File: config.mk
export PLATFORM = sky130hd
export DESIGN_NAME = wildcard_glob_matcher
export DESIGN_NICKNAME = d
export VERILOG_FILES = /design/src/rtl/core/wgm_pkg.sv /design/src/rtl/core/wildcard_glob_matcher.sv /design/src/rtl/core/wgm_cell.sv
export SDC_FILE = /design/constraint.sdc
export NUM_CORES = 1
export LEC_CHECK = 0
export BUFFER_PORTS_ARGS = -buffer_cell sky130_fd_sc_hd__buf_2
export CORE_ASPECT_RATIO = 1.25
export CORE_MARGIN = 5
export CORE_UTILIZATION = 30
export CTS_BUF_LIST = sky130_fd_sc_hd__clkbuf_16
export DETAILED_ROUTE_END_ITERATION = 12
export GPL_TIMING_DRIVEN = 1
export MAX_ROUTING_LAYER = met4
export PLACE_DENSITY = 0.55
export SLEW_MARGIN = 20
export SYNTH_ARGS = -nofsm -noshare
export SYNTH_HDL_FRONTEND = slang
export SYNTH_HIERARCHICAL = 1
export SYNTH_SLANG_ARGS = --single-unit
export TNS_END_PERCENT = 10
File: constraint.sdc
create_clock -name aclk -period 7.7 [get_ports aclk]
set_input_delay 1.54 -clock aclk [delete_from_list [all_inputs] [get_ports aclk]]
set_output_delay 1.54 -clock aclk [all_outputs]
set_load 0.01 [all_outputs]
File: src/rtl/core/wgm_pkg.sv
// ----------------------------------------------------------------------------
// wgm_pkg: shared types for the glob matcher
// Word layouts, item kinds, cell commands and pattern symbols.
// ----------------------------------------------------------------------------
package wgm_pkg;

    typedef enum logic [1:0] {
        KIND_START   = 2'd0,
        KIND_APPEND  = 2'd1,
        KIND_SUBJECT = 2'd2,
        KIND_END     = 2'd3
    } kind_t;

    typedef struct packed {
        kind_t      kind;
        logic [7:0] symbol;
    } in_word_t;

    typedef struct packed {
        logic matched;
        logic pattern_overflow;
    } out_word_t;

    typedef enum logic [2:0] {
        OP_NONE,
        OP_REARM,
        OP_WRITE,
        OP_CLOSE,
        OP_CONSUME
    } op_t;

    typedef struct packed {
        op_t        op;
        logic [7:0] symbol;
    } ctrl_t;

    localparam logic [7:0] STAR_SYM = 8'h2A;
    localparam logic [7:0] ANY_SYM  = 8'h3F;

endpackage

File: src/rtl/core/wildcard_glob_matcher.sv
// ----------------------------------------------------------------------------
// wildcard_glob_matcher: streaming glob matcher with '*' and '?'
// Pattern bytes load into a row of cells; subject bytes step an active vector.
// ----------------------------------------------------------------------------
// Kinds start and append go from idle to an execute state and back to idle.
// A subject byte or an end marker first passes through a close state, where
// the star closure ripples through the cell row: it advances one cell per
// cycle and repeats until a pass changes nothing; the item then executes.
// An end marker also waits in the execute state while the result
// register still holds an untaken word.
module wildcard_glob_matcher #(
    parameter int PATTERN_CAPACITY = 64
) (
    input  logic                 aclk,
    input  logic                 aresetn,
    input  logic                 s_valid,
    output logic                 s_ready,
    input  wgm_pkg::in_word_t    s_data,
    output logic                 m_valid,
    input  logic                 m_ready,
    output wgm_pkg::out_word_t   m_data
);

    localparam int LEN_W = $clog2(PATTERN_CAPACITY + 1);

    typedef enum logic [1:0] {
        ST_IDLE,
        ST_CLOSE,
        ST_EXEC
    } state_t;

    state_t             state_reg, state_next;
    wgm_pkg::in_word_t  item_reg, item_next;
    logic [LEN_W-1:0]   len_reg, len_next;
    logic               ovf_reg, ovf_next;
    logic               m_valid_reg, m_valid_next;
    wgm_pkg::out_word_t m_data_reg, m_data_next;
    logic               last_reg, last_next;

    wgm_pkg::ctrl_t              ctrl;
    logic [PATTERN_CAPACITY:0]   carry;
    logic [PATTERN_CAPACITY:0]   act_all;
    logic [PATTERN_CAPACITY-1:0] cell_changed;
    logic                        any_change;
    logic                        out_free;

    assign out_free = !m_valid_reg || m_ready;
    assign s_ready  = (state_reg == ST_IDLE);
    assign carry[0] = 1'b0;

    genvar p;
    generate
        for (p = 0; p < PATTERN_CAPACITY; p++) begin : g_cell
            wgm_cell u_cell (
                .aclk       (aclk),
                .aresetn    (aresetn),
                .ctrl       (ctrl),
                .head       ((p == 0) ? 1'b1 : 1'b0),
                .in_pattern (LEN_W'(p) < len_reg),
                .write_en   ((ctrl.op == wgm_pkg::OP_WRITE) && (len_reg == LEN_W'(p))),
                .carry_in   (carry[p]),
                .carry_out  (carry[p+1]),
                .active     (act_all[p]),
                .changed    (cell_changed[p])
            );
        end
    endgenerate

    assign act_all[PATTERN_CAPACITY] = last_reg;
    assign any_change = (|cell_changed) || (carry[PATTERN_CAPACITY] && !last_reg);

    always_comb begin
        ctrl.symbol = item_reg.symbol;
        ctrl.op     = wgm_pkg::OP_NONE;
        unique case (state_reg)
            ST_CLOSE: ctrl.op = wgm_pkg::OP_CLOSE;
            ST_EXEC: begin
                unique case (item_reg.kind)
                    wgm_pkg::KIND_START:   ctrl.op = wgm_pkg::OP_REARM;
                    wgm_pkg::KIND_APPEND:  ctrl.op = wgm_pkg::OP_WRITE;
                    wgm_pkg::KIND_SUBJECT: ctrl.op = wgm_pkg::OP_CONSUME;
                    default: ctrl.op = out_free ? wgm_pkg::OP_REARM : wgm_pkg::OP_NONE;
                endcase
            end
            default: ctrl.op = wgm_pkg::OP_NONE;
        endcase
    end

    always_comb begin
        unique case (ctrl.op)
            wgm_pkg::OP_REARM:   last_next = 1'b0;
            wgm_pkg::OP_CLOSE:   last_next = last_reg | carry[PATTERN_CAPACITY];
            wgm_pkg::OP_CONSUME: last_next = carry[PATTERN_CAPACITY];
            default:             last_next = last_reg;
        endcase
    end

    always_comb begin
        state_next   = state_reg;
        item_next    = item_reg;
        len_next     = len_reg;
        ovf_next     = ovf_reg;
        m_valid_next = m_ready ? 1'b0 : m_valid_reg;
        m_data_next  = m_data_reg;
        unique case (state_reg)
            ST_IDLE: begin
                if (s_valid) begin
                    item_next = s_data;
                    if (s_data.kind == wgm_pkg::KIND_SUBJECT ||
                        s_data.kind == wgm_pkg::KIND_END) begin
                        state_next = ST_CLOSE;
                    end else begin
                        state_next = ST_EXEC;
                    end
                end
            end
            ST_CLOSE: begin
                if (!any_change) begin
                    state_next = ST_EXEC;
                end
            end
            ST_EXEC: begin
                state_next = ST_IDLE;
                unique case (item_reg.kind)
                    wgm_pkg::KIND_START: begin
                        len_next = '0;
                        ovf_next = 1'b0;
                    end
                    wgm_pkg::KIND_APPEND: begin
                        if (len_reg < LEN_W'(PATTERN_CAPACITY)) begin
                            len_next = len_reg + 1'b1;
                        end else begin
                            ovf_next = 1'b1;
                        end
                    end
                    wgm_pkg::KIND_SUBJECT: begin
                    end
                    default: begin
                        if (out_free) begin
                            m_valid_next                 = 1'b1;
                            m_data_next.matched          = act_all[len_reg] && !ovf_reg;
                            m_data_next.pattern_overflow = ovf_reg;
                        end else begin
                            state_next = ST_EXEC;
                        end
                    end
                endcase
            end
            default: state_next = ST_IDLE;
        endcase
    end

    always_ff @(posedge aclk) begin
        if (!aresetn) begin
            state_reg   <= ST_IDLE;
            len_reg     <= '0;
            ovf_reg     <= 1'b0;
            m_valid_reg <= 1'b0;
            last_reg    <= 1'b0;
        end else begin
            state_reg   <= state_next;
            len_reg     <= len_next;
            ovf_reg     <= ovf_next;
            m_valid_reg <= m_valid_next;
            last_reg    <= last_next;
        end
        item_reg   <= item_next;
        m_data_reg <= m_data_next;
    end

    assign m_valid = m_valid_reg;
    assign m_data  = m_data_reg;

endmodule

File: src/rtl/core/wgm_cell.sv
// ----------------------------------------------------------------------------
// wgm_cell: one pattern position
// Holds one pattern symbol and its active bit; passes a carry to the next cell.
// ----------------------------------------------------------------------------
module wgm_cell (
    input  logic          aclk,
    input  logic          aresetn,
    input  wgm_pkg::ctrl_t ctrl,
    input  logic          head,
    input  logic          in_pattern,
    input  logic          write_en,
    input  logic          carry_in,
    output logic          carry_out,
    output logic          active,
    output logic          changed
);

    logic [7:0] sym_reg;
    logic       act_reg;
    logic       act_next;
    logic       is_star;
    logic       sym_hit;
    logic       keep;

    assign is_star = (sym_reg == wgm_pkg::STAR_SYM);
    assign sym_hit = (sym_reg == wgm_pkg::ANY_SYM) || (sym_reg == ctrl.symbol);
    assign keep    = act_reg && in_pattern && is_star;

    always_comb begin
        if (ctrl.op == wgm_pkg::OP_CLOSE) begin
            carry_out = keep;
        end else begin
            carry_out = act_reg && in_pattern && !is_star && sym_hit;
        end
    end

    always_comb begin
        unique case (ctrl.op)
            wgm_pkg::OP_REARM:   act_next = head;
            wgm_pkg::OP_CLOSE:   act_next = act_reg | carry_in;
            wgm_pkg::OP_CONSUME: act_next = keep | carry_in;
            default:             act_next = act_reg;
        endcase
    end

    always_ff @(posedge aclk) begin
        if (!aresetn) begin
            act_reg <= head;
        end else begin
            act_reg <= act_next;
        end
        if (write_en) begin
            sym_reg <= ctrl.symbol;
        end
    end

    assign active  = act_reg;
    assign changed = carry_in && !act_reg;

endmodule
==> results_dict.tcl, run 1 <==
set metrics [dict create \
    status "finished, final reports clean" \
    floorplan.initialDensity_pct 30.1 \
    chipWidth_um 313 \
    syn_area_per_cell_sq_um 11.1 \
    antenna_cells 0 \
    async_reset_ff_share_pct 0 \
    layout_commonest_cell "edfxtp_1" \
    clk_pin_slew_ns 0.06 \
    die_area_sq_mm 0.122 \
    clk_latency_ns 0.66 \
    path_class "input pin to register" \
    vias 25500 \
    crit_fanout 32 \
    yosysSeqAreaShare_pct 52.0 \
    power_leakage_nw 13.2 \
    rr_endpoint "state_reg[1]" \
    r2r_start "state_reg[1]" \
    clockRootBuffer "clkbuf_16" \
    ant_nets 0 \
    whs_endpoint "state_reg[1]" \
    min_from "state_reg[1]" \
    maxSlewViolCount 0 \
    netlist_instances 3105 \
    startpoint_type "input pin" \
    power_density_mw_per_mm2 188 \
    drv_cap 0 \
    cts_buffers 61 \
    die_y_um 389 \
    synth_ff_type "edfxtp_1" \
    whs_path_depth 2 \
    filler_cell_count 11300 \
    setup.worst_path.end_class "register" \
    grt_max_degree 96 \
    clockBufferDepth 3 \
    yosysUniqueCellTypes 63 \
    avgRoutedWirePerCell_um 20.7 \
    drc 0 \
    ys_ff_latch 600 \
    pre_cts_ws_ns 1.43 \
    cp-startpoint "m_ready" \
    antenna_found_initial 0 \
    grt_pass1_wl_mm 151 \
    ir_drop_uv 187 \
    dpl.hpwl_mm 67.0 \
    fin_ws_ns 1.90 \
    cp.required_ns 8.29 \
    pin_count 18 \
    cts_tree "built" \
    synth-edff-count 588 \
    drt_wl_total_mm 99.6 \
    fin_nets 3310 \
    largest_reg_flops 512 \
    grt_overflow 0 \
    fmax_mhz 172 \
    row_count 139 \
    ctsResizeCount 0 \
    setup_violations 0 \
    synth_area_sq_mm 0.0344 \
    dr.pass1.iters 5 \
    hold_buffers 0 \
    hp-class "register to register" \
    final.min_clock_period_ns 5.80 \
    drive_gt1_share_pct 10.0 \
    yosysWarnings 6 \
    core_area_sq_mm 0.114 \
    fin_crit_sh_pct 75.3 \
    cts.sinks 600 \
    viasPerCell 5.29 \
    io_buffers 17 \
    layout_common_cells "edfxtp_1, xor2_1, nor2_1" \
    area_growth_pct 13.7 \
    tightest_slew_ns 1.09 \
    hold_viol 0 \
    gp_congestion 0.889 \
    skew_ns 0.0230 \
    h-tree-depth 2 \
    r2r_setup_slack_ns 2.26 \
    grt_pass1_vias 25200 \
    hold-worst-slack_ns 0.539 \
    cp.arrival_ns 6.39 \
    rsz0062_at_grt "false" \
    ff2ff_path_depth 15 \
    tns_ns 0 \
    grtUsageTotal_pct 16.3 \
    slew_headroom_pct 27.5 \
    drt-initial-drc-count 1746 \
    post-cts-setup-buffers 0 \
]
[layout make-up]
cell class,count,area (sq um),share of cell area (%)
tap,1480,1850,4.73
multi-input combinational,2458,16300,41.8
clock buffer,63,1580,4.03
inverter,81,304,0.777
sequential,600,17900,45.8
clock inverter,50,449,1.15
timing repair buffer,85,689,1.76
[how the worst max path moves through the flow]
stage / endpoint / slack, ns / cells after the start
floorplan: state_reg[1] / 0.70 / 15
global placement: state_reg[1] / 1.51 / 15
detailed placement: state_reg[1] / 1.43 / 15
CTS: state_reg[1] / 2.14 / 15
global route: state_reg[1] / 1.84 / 16
finish: state_reg[1] / 1.90 / 16
[kinds of logic (layout without fill, tap and decap cells)]
logic type / Yosys count / after routing / synth area share (%)
simple gates: 1440 / 1440 / 25.4
flops: 600 / 600 / 52.0
xor+xnor: 514 / 514 / 13.1
compound gates: 402 / 402 / 6.57
buf+inv: 111 / 279 / 1.34
mux: 27 / 27 / 1.18
fa+ha+maj: 9 / 9 / 0.327
other cells: 2 / 66 / 0.0218
[through the flow]
| stage | total power, mW | area, sq um | instances | util, % |
|---|---|---|---|---|
| finish | 7.34 | 39100 | 4817 | 34.2 |
| CTS | 7.43 | 39100 | 4817 | 34.2 |
| detailed placement | 4.40 | 37100 | 4704 | 32.4 |
| global placement | 4.39 | 37100 | 4704 | 32.4 |
| floorplan | 4.17 | 34600 | 3169 | - |
| global route | 7.61 | 39100 | 4817 | 34.2 |
[synth_stat cells (all sizes together), types with 2 or more instances]
cell type	count	area (sq um)
nand2	122	458
conb	2	7.51
clkbuf	15	58.8
and2	5	32.5
a21oi	215	1080
nand3b	65	488
nand4b	2	17.5
nand4	68	425
mux4	9	225
buf	15	96.4
nor3b	128	961
nor3	81	405
xnor2	2	17.5
nor4	147	920
nor2b	12	75.1
o21a	64	480
a211oi	4	30.0
a21o	4	30.0
and2b	65	568
o21bai	9	67.6
nand2b	69	432
and3b	64	561
or4b	64	641
nand3	144	721
a22oi	4	30.0
dfxtp	12	240
edfxtp	588	17700
o21ai	90	450
nor2	264	1000
or4	128	961
and3	2	12.5
ha	9	113
or3	3	18.8
a31oi	4	25.0
mux2i	17	170
or2	4	25.0
xor2	512	4480
o211ai	2	20.0
inv	81	304
[critical path, stage by stage]
cell and delay [ns]:
buf_2 0.09, nor2b_1 0.52, o21ai_0 0.19, a21o_1 0.23, and2_4 0.32, buf_4 0.31, and3b_1 0.26, a21oi_1 0.14
o21ai_0 0.13, and2b_2 0.22, nor4_1 0.62, nand4_1 0.28, nor4_1 0.72, a41oi_1 0.28, a21oi_1 0.28, mux2i_1 0.20
[per-layer routing]
metal	track usage [%]	vias up	share of wire, %
met5	-	-	0
met1	19.0	12600	41
met2	28.4	633	50
met4	6.91	0	4.8
li1	-	12000	-
met3	1.81	234	4.6
[power breakdown]
part,internal (mW),leakage (nW),total [mW],switching [mW]
Combinational,0.194,6.70,0.615,0.421
Sequential,3.65,5.44,3.71,0.0533
Clock,1.74,1.03,3.02,1.28
Total,5.59,13.2,7.34,1.75
(Power assumes the default switching activity.)
==> inputs of run 2 (changes only) <==
Clock period 7.7 ns to 5.4 ns, I/O delays scaled along.
==> results_dict.tcl, run 2 (synthesis results as in run 1) <==
set metrics [dict create \
    swShare_pct 23.9 \
    p_sw_mw 2.59 \
    area_growth_pct 15.8 \
    io_buffers 17 \
    crit_fanout 29 \
    hp-class "register to register" \
    skew_ns 0.0176 \
    grtUsageMet3_pct 2.18 \
    dr.pass1.iters 6 \
    gp_congestion 0.897 \
    setup.worst_path.end_class "register" \
    post-cts-setup-buffers 0 \
    power_density_mw_per_mm2 272 \
    fin_ws_ns 0.481 \
    ir_drop_uv 218 \
    p_comb_share_pct 8.7 \
    core_area_sq_mm 0.114 \
    drt-initial-drc-count 1803 \
    drt_wl_total_mm 104 \
    ctsResizeCount 0 \
    startpoint_type "register" \
    clockRootBuffer "clkbuf_16" \
    filler_cell_count 11400 \
    setup_violations 0 \
    largest_reg_flops 512 \
    pin_count 18 \
    viasPerCell 5.28 \
    layout_common_cells "edfxtp_1, xor2_1, nor2_1" \
    cp.required_ns 5.97 \
    p_int_mw 8.24 \
    power_leakage_nw 13.6 \
    grt_pass1_vias 25700 \
    tightest_slew_ns 1.06 \
    cp-startpoint "item_reg[8]" \
    floorplan.initialDensity_pct 30.1 \
    cp.arrival_ns 5.49 \
    antenna_cells 0 \
    antenna_found_initial 0 \
    dpl.hpwl_mm 73.2 \
    fmax_mhz 203 \
    tns_ns 0 \
    fin_area_sq_mm 0.0398 \
    total_power_mw 10.8 \
    chipWidth_um 313 \
    grt_max_degree 118 \
    grt.busiest_layer "met2" \
    pwr-share-seq_pct 48.9 \
    vias 25800 \
    h-tree-depth 3 \
    ant_nets 0 \
    hold_buffers 0 \
    clockBufferDepth 3 \
    rr_endpoint "state_reg[1]" \
    layout_commonest_cell "edfxtp_1" \
    final.min_clock_period_ns 4.92 \
    cts.sinks 600 \
    grt_pass1_wl_mm 156 \
    fin_crit_sh_pct 91.1 \
    path_class "register to register" \
    clockPowerShare_pct 42.4 \
    clk_latency_ns 0.64 \
    grt_overflow 0 \
    r2r_start "item_reg[8]" \
    ff2ff_path_depth 16 \
    drc 0 \
    drv_cap 0 \
    cts_buffers 66 \
    critPathCapture "state_reg[1]" \
    hold_viol 0 \
    final_util_pct 34.8 \
    clk_pin_slew_ns 0.06 \
    row_count 139 \
    die_y_um 389 \
    maxSlewViolCount 0 \
    slew_headroom_pct 29.2 \
    fin_nets 3371 \
    pre_cts_ws_ns 0.329 \
    status "finished, final reports clean" \
    grtUsageTotal_pct 17.0 \
    cts_tree "built" \
    drive_gt1_share_pct 11.2 \
    grtUsageMet2_pct 30.6 \
    avgRoutedWirePerCell_um 21.3 \
    rsz0062_at_grt "false" \
    die_area_sq_mm 0.122 \
    r2r_setup_slack_ns 0.48 \
    globalRouteMet1Util_pct 19.3 \
    dpl_cell_area_sq_mm 0.0377 \
]
[run 2: how the worst min path moves through the flow]
stage | endpoint | start | depth (start not counted)
floorplan | last_reg | last_reg | 2
global placement | state_reg[0] | state_reg[0] | 2
detailed placement | state_reg[0] | state_reg[0] | 2
CTS | state_reg[0] | state_reg[0] | 2
global route | m_data[0] | ovf_reg | 0
finish | state_reg[1] | state_reg[1] | 2
[run 2: layer usage]
metal	vias up	wire (um)
li1	12200	-
met1	12700	41500
met2	649	53700
met3	226	4520
met4	0	4270
met5	-	0
[run 2: area by class of cell]
type,count,area [sq um],share of cell area (%)
Clock buffer,71,1780,4.46
Clock inverter,48,389,0.977
Inverter,81,304,0.763
Multi-Input combinational cell,2458,16300,41.0
Sequential cell,600,17900,44.9
Tap cell,1480,1850,4.65
Timing Repair Buffer,141,1300,3.26
[run 2: stage by stage]
stage                     instances  hold slack (ns)
final                          4879            0.531
after floorplan                3169            0.462
after detailed placement       4760            0.518
after global routing           4879            0.564
after CTS                      4879            0.526
after global placement         4760            0.513
[run 2: worst max-delay path, cell delays in order (launching register included)]
cell and delay (ns):
edfxtp_1 0.63, and2b_1 0.28, a21oi_1 0.18, nor2b_4 0.48, buf_12 0.26, and3b_1 0.30
nor2_1 0.07, a21oi_1 0.10, o21ai_0 0.18, and2b_2 0.28, nor4_1 0.73, o2111ai_1 0.22
nor4_1 0.32, buf_4 0.17, a41oi_1 0.14, a21oi_1 0.25, mux2i_1 0.21
[run 2: power groups by stage]
stage	combinational, mW	clock (mW)	sequential [mW]
floorplan	0.430	0	5.51
global placement	0.942	0	5.39
detailed placement	0.950	0	5.39
CTS	0.954	4.70	5.29
global route	1.03	4.85	5.30
finish	0.946	4.59	5.29
==> inputs of run 3 (changes only) <==
Settings changed: CTS_CLUSTER_SIZE set to 8, REMOVE_ABC_BUFFERS set to 1.
==> results_dict.tcl, run 3 (synthesis results as in run 1) <==
set metrics [dict create \
    status "finished, final reports clean" \
    drv_cap 0 \
    slew_headroom_pct 25.5 \
    tns_ns 0 \
    clockBufferDepth 3 \
    die_y_um 389 \
    whs_path_depth 2 \
    grt_overflow 0 \
    cp.arrival_ns 5.47 \
    avgRoutedWirePerCell_um 20.8 \
    critical_path.top_delay_family "simple AND/OR/NAND/NOR gates" \
    die_area_sq_mm 0.122 \
    grt_pass1_wl_mm 153 \
    hold_viol 0 \
    hold_buffers 0 \
    ant_nets 0 \
    fin_nets 3357 \
    floorplan.initialDensity_pct 30.1 \
    fin_crit_sh_pct 90.0 \
    hp-class "register to register" \
    dpl.hpwl_mm 68.2 \
    clockRootBuffer "clkbuf_16" \
    rsz0062_at_grt "false" \
    final.min_clock_period_ns 4.86 \
    total_power_mw 11.0 \
    crit_cells 17 \
    pwr-share-seq_pct 48.2 \
    crit_path_top_delay_cell "nor2b_4" \
    min_from "state_reg[0]" \
    cts_tree "built" \
    area_growth_pct 15.4 \
    clk_latency_ns 0.67 \
    chipWidth_um 313 \
    dpl_cell_area_sq_mm 0.0374 \
    p_int_mw 8.36 \
    swShare_pct 23.8 \
    post-cts-setup-buffers 0 \
    cp.required_ns 6.01 \
    layout_common_cells "edfxtp_1, xor2_1, nor2_1" \
    core_area_sq_mm 0.114 \
    slowest_delay_ns 0.73 \
    cts.sinks 600 \
    crit_fanout 29 \
    clk_pin_slew_ns 0.06 \
    critPathBufInv 3 \
    io_buffers 17 \
    dr.pass1.iters 5 \
    ir_drop_uv 213 \
    cp_cell_sequence "and2b_1 > a21oi_1 > nor2b_4 > buf_12 > buf_4 > and3b_1 > nor2_1 > a21oi_1 > o21ai_0 > and2b_2 > nor4_1 > nand4_1 > nor4_1 > buf_4 > a41oi_1 > a21oi_1 > mux2i_1" \
    rr_endpoint "state_reg[1]" \
    r2r_start "item_reg[8]" \
    layout_commonest_cell "edfxtp_1" \
    path_class "register to register" \
    filler_cell_count 11300 \
    vias 25500 \
    drive_gt1_share_pct 10.4 \
    r2r_setup_slack_ns 0.54 \
    grt_pass1_vias 25800 \
    maxSlewViolCount 0 \
    h-tree-depth 3 \
    p_sw_mw 2.61 \
    gp_congestion 0.905 \
    power_density_mw_per_mm2 276 \
    drt_wl_total_mm 101 \
    row_count 139 \
    largest_reg_flops 512 \
    pin_count 18 \
    p_comb_share_pct 8.3 \
    hold-worst-slack_ns 0.515 \
    fin_area_sq_mm 0.0397 \
    fmax_mhz 206 \
    antenna_found_initial 1 \
    clockPowerShare_pct 43.5 \
    setup_violations 0 \
    drc 0 \
    drt-initial-drc-count 1596 \
    power_leakage_nw 13.5 \
    cp_common_cell "a21oi_1" \
    tightest_slew_ns 1.11 \
    whs_endpoint "state_reg[0]" \
    ctsResizeCount 0 \
    viasPerCell 5.26 \
    cts_buffers 85 \
    grtUsageTotal_pct 16.6 \
    setup.worst_path.end_class "register" \
    skew_ns 0.0373 \
    startpoint_type "register" \
    grt_max_degree 117 \
    ff2ff_path_depth 17 \
]
run 3: power by group through the flow:
stage | Combinational, mW | Sequential, mW | Clock, mW
global route | 0.994 | 5.29 | 5.09
finish | 0.911 | 5.29 | 4.77
detailed placement | 0.917 | 5.38 | 0
CTS | 0.920 | 5.29 | 4.91
global placement | 0.912 | 5.38 | 0
floorplan | 0.427 | 5.51 | 0
run 3: per-stage QoR:
| step | cells | utilization (%) | setup slack [ns] |
|---|---|---|---|
| 4_1_cts | 4842 | 34.7 | 0.501 |
| 3_3_place_gp | 4727 | 32.7 | 0.316 |
| 6_report | 4844 | 34.7 | 0.541 |
| 2_1_floorplan | 3139 | - | -1.14 |
| 5_1_grt | 4843 | 34.7 | 0.188 |
| 3_5_place_dp | 4727 | 32.7 | 0.293 |
run 3: cell type report:
type / count / area [sq um] / area share, %
Antenna cell: 2 / 5.00 / 0.0126
Clock buffer: 87 / 2180 / 5.48
Clock inverter: 28 / 141 / 0.356
Inverter: 81 / 304 / 0.766
Multi-Input combinational cell: 2458 / 16300 / 41.1
Sequential cell: 600 / 17900 / 45.1
Tap cell: 1480 / 1850 / 4.66
Timing Repair Buffer: 108 / 1010 / 2.55
run 3: how the worst max path moves through the flow:
| stage | startpoint | slack (ns) | endpoint |
|---|---|---|---|
| floorplan | m_ready | -1.14 | state_reg[1] |
| global placement | m_ready | 0.32 | state_reg[1] |
| detailed placement | m_ready | 0.29 | state_reg[1] |
| CTS | item_reg[8] | 0.50 | state_reg[1] |
| global route | item_reg[8] | 0.19 | state_reg[1] |
| finish | item_reg[8] | 0.54 | state_reg[1] |
run 3: worst min-delay path, delay by kind of cell (launching register included):
family             cells  cell delay (ns)
AOI/OAI and AO/OA      1             0.07
DFF                    1             0.33
and+or+nand+nor        1             0.07
run 3: routing by layer:
metal	GRT usage [%]	part of all wire, %
met5	-	0
met4	6.98	3.9
met3	1.89	3.7
met2	29.5	51
met1	19.1	41
